--- config.mk ---
export PLATFORM = sky130hd
export DESIGN_NAME = erm_cordic
export DESIGN_NICKNAME = d
export VERILOG_FILES = /design/src/sv/erm_pkg.sv /design/src/sv/erm_cordic.sv
export SDC_FILE = /design/constraint.sdc
export NUM_CORES = 2
export LEC_CHECK = 0
export BUFFER_PORTS_ARGS = -buffer_cell sky130_fd_sc_hd__buf_2
export CAP_MARGIN = 20
export CELL_PAD_IN_SITES_DETAIL_PLACEMENT = 0
export CELL_PAD_IN_SITES_GLOBAL_PLACEMENT = 1
export CORE_MARGIN = 5
export CORE_UTILIZATION = 40
export DETAILED_ROUTE_END_ITERATION = 16
export PLACE_DENSITY = 0.77
export REMOVE_ABC_BUFFERS = 1
export SETUP_SLACK_MARGIN = 0.05
export SLEW_MARGIN = 20
export SYNTH_ARGS = -nofsm -noshare
export SYNTH_HDL_FRONTEND = slang
export SYNTH_SLANG_ARGS = --single-unit
--- constraint.sdc ---
create_clock -name clk_i -period 15.1 [get_ports clk_i]
set_input_delay 0 -clock clk_i [delete_from_list [all_inputs] [get_ports clk_i]]
set_output_delay 0 -clock clk_i [all_outputs]
set_load 0.05 [all_outputs]
--- src/sv/erm_pkg.sv ---
// Package: shared constants and functions for the Euler rotation matrix core.
`default_nettype none
package erm_pkg;
  localparam int WORK_FRAC = 30;
  localparam logic signed [33:0] GAIN_Q30 = 34'sd652032874;

  function automatic logic [31:0] atan_turn(input int i);
    logic [31:0] t [32];
    t = '{32'h20000000, 32'h12E4051E, 32'h09FB385B, 32'h051111D4,
          32'h028B0D43, 32'h0145D7E1, 32'h00A2F61E, 32'h00517C55,
          32'h0028BE53, 32'h00145F2F, 32'h000A2F98, 32'h000517CC,
          32'h00028BE6, 32'h000145F3, 32'h0000A2FA, 32'h0000517D,
          32'h000028BE, 32'h0000145F, 32'h00000A30, 32'h00000518,
          32'h0000028C, 32'h00000146, 32'h000000A3, 32'h00000051,
          32'h00000029, 32'h00000014, 32'h0000000A, 32'h00000005,
          32'h00000003, 32'h00000001, 32'h00000001, 32'h00000000};
    return t[i[4:0]];
  endfunction

  // Q30 product rounded back to Q30; operands are within +-2^31.
  function automatic logic signed [33:0] qmul(input logic signed [33:0] a,
                                              input logic signed [33:0] b);
    logic signed [67:0] p;
    p = a * b + (68'sd1 <<< (WORK_FRAC - 1));
    return 34'(p >>> WORK_FRAC);
  endfunction
endpackage
`default_nettype wire

--- src/sv/erm_cordic.sv ---
// One-angle pipelined CORDIC sine/cosine unit with quadrant fold.
`default_nettype none
module erm_cordic import erm_pkg::*; #(
  parameter int ANGLE_BITS  = 16,
  parameter int TRIG_STAGES = 16
) (
  input  wire logic                         clk_i,
  input  wire logic [ANGLE_BITS-1:0]        angle_i,
  output logic signed [33:0]                cos_o,
  output logic signed [33:0]                sin_o
);
  localparam int N = (TRIG_STAGES < 32) ? TRIG_STAGES : 32;

  logic [31:0] t;
  assign t = {angle_i, {(32-ANGLE_BITS){1'b0}}};

  logic signed [33:0] x_q [N+1];
  logic signed [33:0] y_q [N+1];
  logic signed [33:0] z_q [N+1];
  logic [1:0]         quad_q [N+1];
  logic               zero_q [N+1];

  always_ff @(posedge clk_i) begin
    x_q[0]    <= GAIN_Q30;
    y_q[0]    <= '0;
    z_q[0]    <= {4'b0, t[29:0]};
    quad_q[0] <= t[31:30];
    zero_q[0] <= (t == '0);
  end

  for (genvar i = 0; i < N; i++) begin : g_stage
    always_ff @(posedge clk_i) begin
      quad_q[i+1] <= quad_q[i];
      zero_q[i+1] <= zero_q[i];
      if (!z_q[i][33]) begin
        x_q[i+1] <= x_q[i] - (y_q[i] >>> i);
        y_q[i+1] <= y_q[i] + (x_q[i] >>> i);
        z_q[i+1] <= z_q[i] - $signed({2'b0, atan_turn(i)});
      end else begin
        x_q[i+1] <= x_q[i] + (y_q[i] >>> i);
        y_q[i+1] <= y_q[i] - (x_q[i] >>> i);
        z_q[i+1] <= z_q[i] + $signed({2'b0, atan_turn(i)});
      end
    end
  end

  always_ff @(posedge clk_i) begin
    if (zero_q[N]) begin
      cos_o <= 34'sd1 <<< WORK_FRAC;
      sin_o <= '0;
    end else begin
      unique case (quad_q[N])
        2'd0: begin cos_o <= x_q[N];  sin_o <= y_q[N];  end
        2'd1: begin cos_o <= -y_q[N]; sin_o <= x_q[N];  end
        2'd2: begin cos_o <= -x_q[N]; sin_o <= -y_q[N]; end
        default: begin cos_o <= y_q[N]; sin_o <= -x_q[N]; end
      endcase
    end
  end
endmodule
`default_nettype wire

==> impl_summary.log <==
[metrics] Final ANT Viol Nets: 0
[metrics] clock slew at reported path FFs: ~0.06 ns
[metrics] buffer depth of the longest clock path: 4
[metrics] global-route congestion overflow total: 0
[metrics] Hold/Removal Path Class: flip-flop to flip-flop
[metrics] CTS resizes: 0
[metrics] die outline width: ~530 um
[metrics] via-per-instance ratio: 5.39
[metrics] count of flip-flops with a built-in enable after synthesis: 0
[metrics] share of cell area taken by muxes after synthesis: around 1.0%
[metrics] count of clock tree sinks: 1514
[metrics] depth of the CTS H-tree: 4
[metrics] Final Critical Period: ~5.7 ns
[metrics] Final Max Slew Viols: 0
[metrics] total CTS buffers: ~180
[metrics] kind of start point of the critical path: flip-flop
[metrics] global-route wire length before repair: between 400 and 500 mm
[metrics] largest cells by area after synthesis: dfxtp_1, ha_1, xnor2_1
[metrics] post-synthesis share of cell area spent on full adders, half adders and majority gates: around 16%
[metrics] area share of and/or/nand/nor cells after synthesis: between 10% and 20%
[metrics] CP cell instances: nor3_1, nand2_1, nor4b_1, nand2_1, nor4_1, a21oi_1, xor2_1, ha_1, nand4_1, nor4_1, nor4b_1, o31ai_1, nor3_1, o31a_1, nor3_1, o21ba_2, xnor2_1
[metrics] std cell rows: 191
[metrics] standard cell core area: 0.270 sq mm
[metrics] Mean Syn Cell Area: ~8.5 sq um
[metrics] area fraction in compound gates after synthesis: a little under a quarter
[metrics] pin count of the biggest net entering global routing: 109
[metrics] RSZ-0062 raised after global routing: no
[metrics] fin crit share: a little under two fifths
[metrics] combined global-route utilization of all metal layers: ~20%
[metrics] flops & latches, synth: ~1500
[metrics] post-detailed-routing wire length: around 290 mm
[metrics] worst relative slew slack: between 20% and 30%
[metrics] cell area after synthesis: 0.108 sq mm
[metrics] predominant post-synthesis flop cell: dfxtp_1
[metrics] number of top-level pins: 85
[metrics] vertical die dimension: 530 um
[metrics] Post-CTS Setup Bufs: 0
[metrics] Critical Path Max Stage Delay: 0.68 ns
[metrics] post-synth top area cell: dfxtp_1
[metrics] kind of end point of the critical path: flip-flop
[metrics] vias in the first global route: around 85000
[metrics] Routed WL per cell: 17.6 um
[metrics] async set-reset flop share out of synthesis: 0%
[metrics] clock tree from TritonCTS: done
[metrics] master cell of the clock root buffer: clkbuf_16
[metrics] hold buffer count at cts: 35
[metrics] total count of hold-check failures in the final report: 0
[metrics] worst-skew pair later-pin latency: 0.87 ns
[metrics] Fin Setup TNS: 0 ns
[metrics] number of instances in the synthesized netlist: 12700
[metrics] number of port buffers: 84
[metrics] Via Count: about 90000
[metrics] initial drt markers: 5459
[metrics] standard cell with the maximum stage delay on the critical path: nor4b_1
[metrics] result of the run: finished clean
[metrics] unique cell type count in the Yosys netlist: 90
[metrics] Worst Setup Path Type: flip-flop to flip-flop
[metrics] dominant combinational cell family by area after synthesis: compound AO/OA/AOI/OAI gates
[metrics] Max-Cap Viols: 0
[metrics] layout net count: ~14000
[metrics] xor/xnor share of the synthesized area: around 15%
[metrics] initial antenna violation count: 3
[metrics] router iterations before antenna repair: 8
[metrics] total of warnings raised by yosys: 0
[metrics] data arrival time of the worst path: between 6 and 7 ns
[metrics] timing-limited maximum frequency: 0.176 GHz
[metrics] Post-DP HPWL: approximately 230 mm
[metrics] routability congestion estimate from global placement: roughly 0.9
[metrics] Synth top area share: between 20 and 30%
[metrics] peak fanout along the critical path: 6
[metrics] sequential fraction of the synthesis area: about 28%
[metrics] final non-filler cell area: approximately 0.12 sq mm
[metrics] maximum clock skew at final layout: 0.0982 ns
[metrics] final number of setup-violating endpoints: 0
[metrics] initial core utilization: 40.1%
[metrics] required time reported for the critical path endpoint: about 16 ns
[metrics] slew at the pin closest to its max-slew limit: around 1.1 ns
[metrics] Area after DPL: ~0.11 sq mm
[metrics] share of cells above drive strength 1: 4.78%
[metrics] Most common cell on crit path: nor3_1
[metrics] DIE AREA: 0.281 sq mm
[metrics] Area Growth Syn to Fin: 10.1%
[metrics] # DRC: 0
[path summary, 6_finish.rpt]
path / cells after the start / from / end / slack (ns)
hold / removal: 0 / quad_q[5][0]$_DFF_P_ / quad_q[6][0]$_DFF_P_ / 0.32
setup reg to reg: 17 / y_q[6][11]$_DFF_P_ / x_q[7][33]$_DFF_P_ / 9.42
setup / recovery: 17 / y_q[6][11]$_DFF_P_ / x_q[7][33]$_DFF_P_ / 9.42
hold reg to reg: 0 / quad_q[5][0]$_DFF_P_ / quad_q[6][0]$_DFF_P_ / 0.32
[sequential cells by signal, indices dropped and copies added, names as in the netlist]
register and flops:
quad_q 34, cos_o 34, y_q 477, x_q 475, z_q 443, sin_o 34
zero_q 17
[cells in the mapped netlist, drive strengths merged (144+ instances only)]
| library cell | count |
|---|---|
| dfxtp | 1514 |
| a21oi | 1446 |
| ha | 1333 |
| xnor2 | 1186 |
| nor2 | 1088 |
| a21o | 692 |
| xor2 | 663 |
| nand2 | 626 |
| o21ai | 605 |
| inv | 497 |
| nor3 | 325 |
| clkbuf | 218 |
| nand3 | 203 |
| nand2b | 197 |
| nor2b | 179 |
| o21a | 175 |
| a211oi | 164 |
| o21bai | 144 |
[cell type report]
class	instances	area [sq um]
Fill cell	26900	151000
Antenna cell	2	5.00
Multi-Input combinational cell	10500	75100
Clock buffer	227	5090
Timing Repair Buffer	161	1090
Clock inverter	100	1240
Sequential cell	1514	30300
Inverter	500	1880
Tap cell	3570	4470
[cell families after synthesis]
family / count (synthesis)
adders and majority gates: 1371
muxes: 103
AOI/OAI and AO/OA: 3912
buffers and inverters: 754
DFF: 1514
xor gates and xnor gates: 1849
and+or+nand+nor: 3245
[critical path: cells and delay by family (launching register included)]
kind / cells / cell delay, ns
AND/OR/NAND/NOR: 10 / 3.64
AO/OA/AOI/OAI: 4 / 0.85
adder cells (fa/ha/maj): 1 / 0.41
flip-flops: 1 / 0.34
XOR/XNOR: 2 / 0.30
[cells in the final DEF, fill, tap and decap left out, drive strengths merged, types with 179 or more instances in the layout]
cell type  count
a21o         692
a21oi       1446
clkbuf       227
dfxtp       1514
ha          1333
inv          508
nand2        626
nand2b       197
nand3        203
nor2        1088
nor2b        179
nor3         325
o21ai        605
xnor2       1186
xor2         663
[metrics by stage]
stage / setup slack, ns / util, % / cells / hold slack [ns]
final: 9.42 / 44.2 / 16600 / 0.324
after global placement: 9.41 / 41.7 / 16200 / 0.117
after CTS: 9.43 / 44.2 / 16600 / 0.259
after floorplan: 9.52 / - / 12500 / 0.0277
after detailed placement: 9.53 / 41.7 / 16200 / 0.119
after global routing: 9.00 / 44.2 / 16600 / 0.306
[layer usage]
metal,GRT usage [%],vias up,routed length [um]
met4,6.00,0,9350
met5,0,-,0
met2,34.8,1577,139000
met3,2.24,431,10500
met1,25.7,41200,132000
li1,-,46100,-
Power is left out: the tool's default activity adds up to more than one toggle a clock period on the data nets, which glitch-free logic cannot reach.
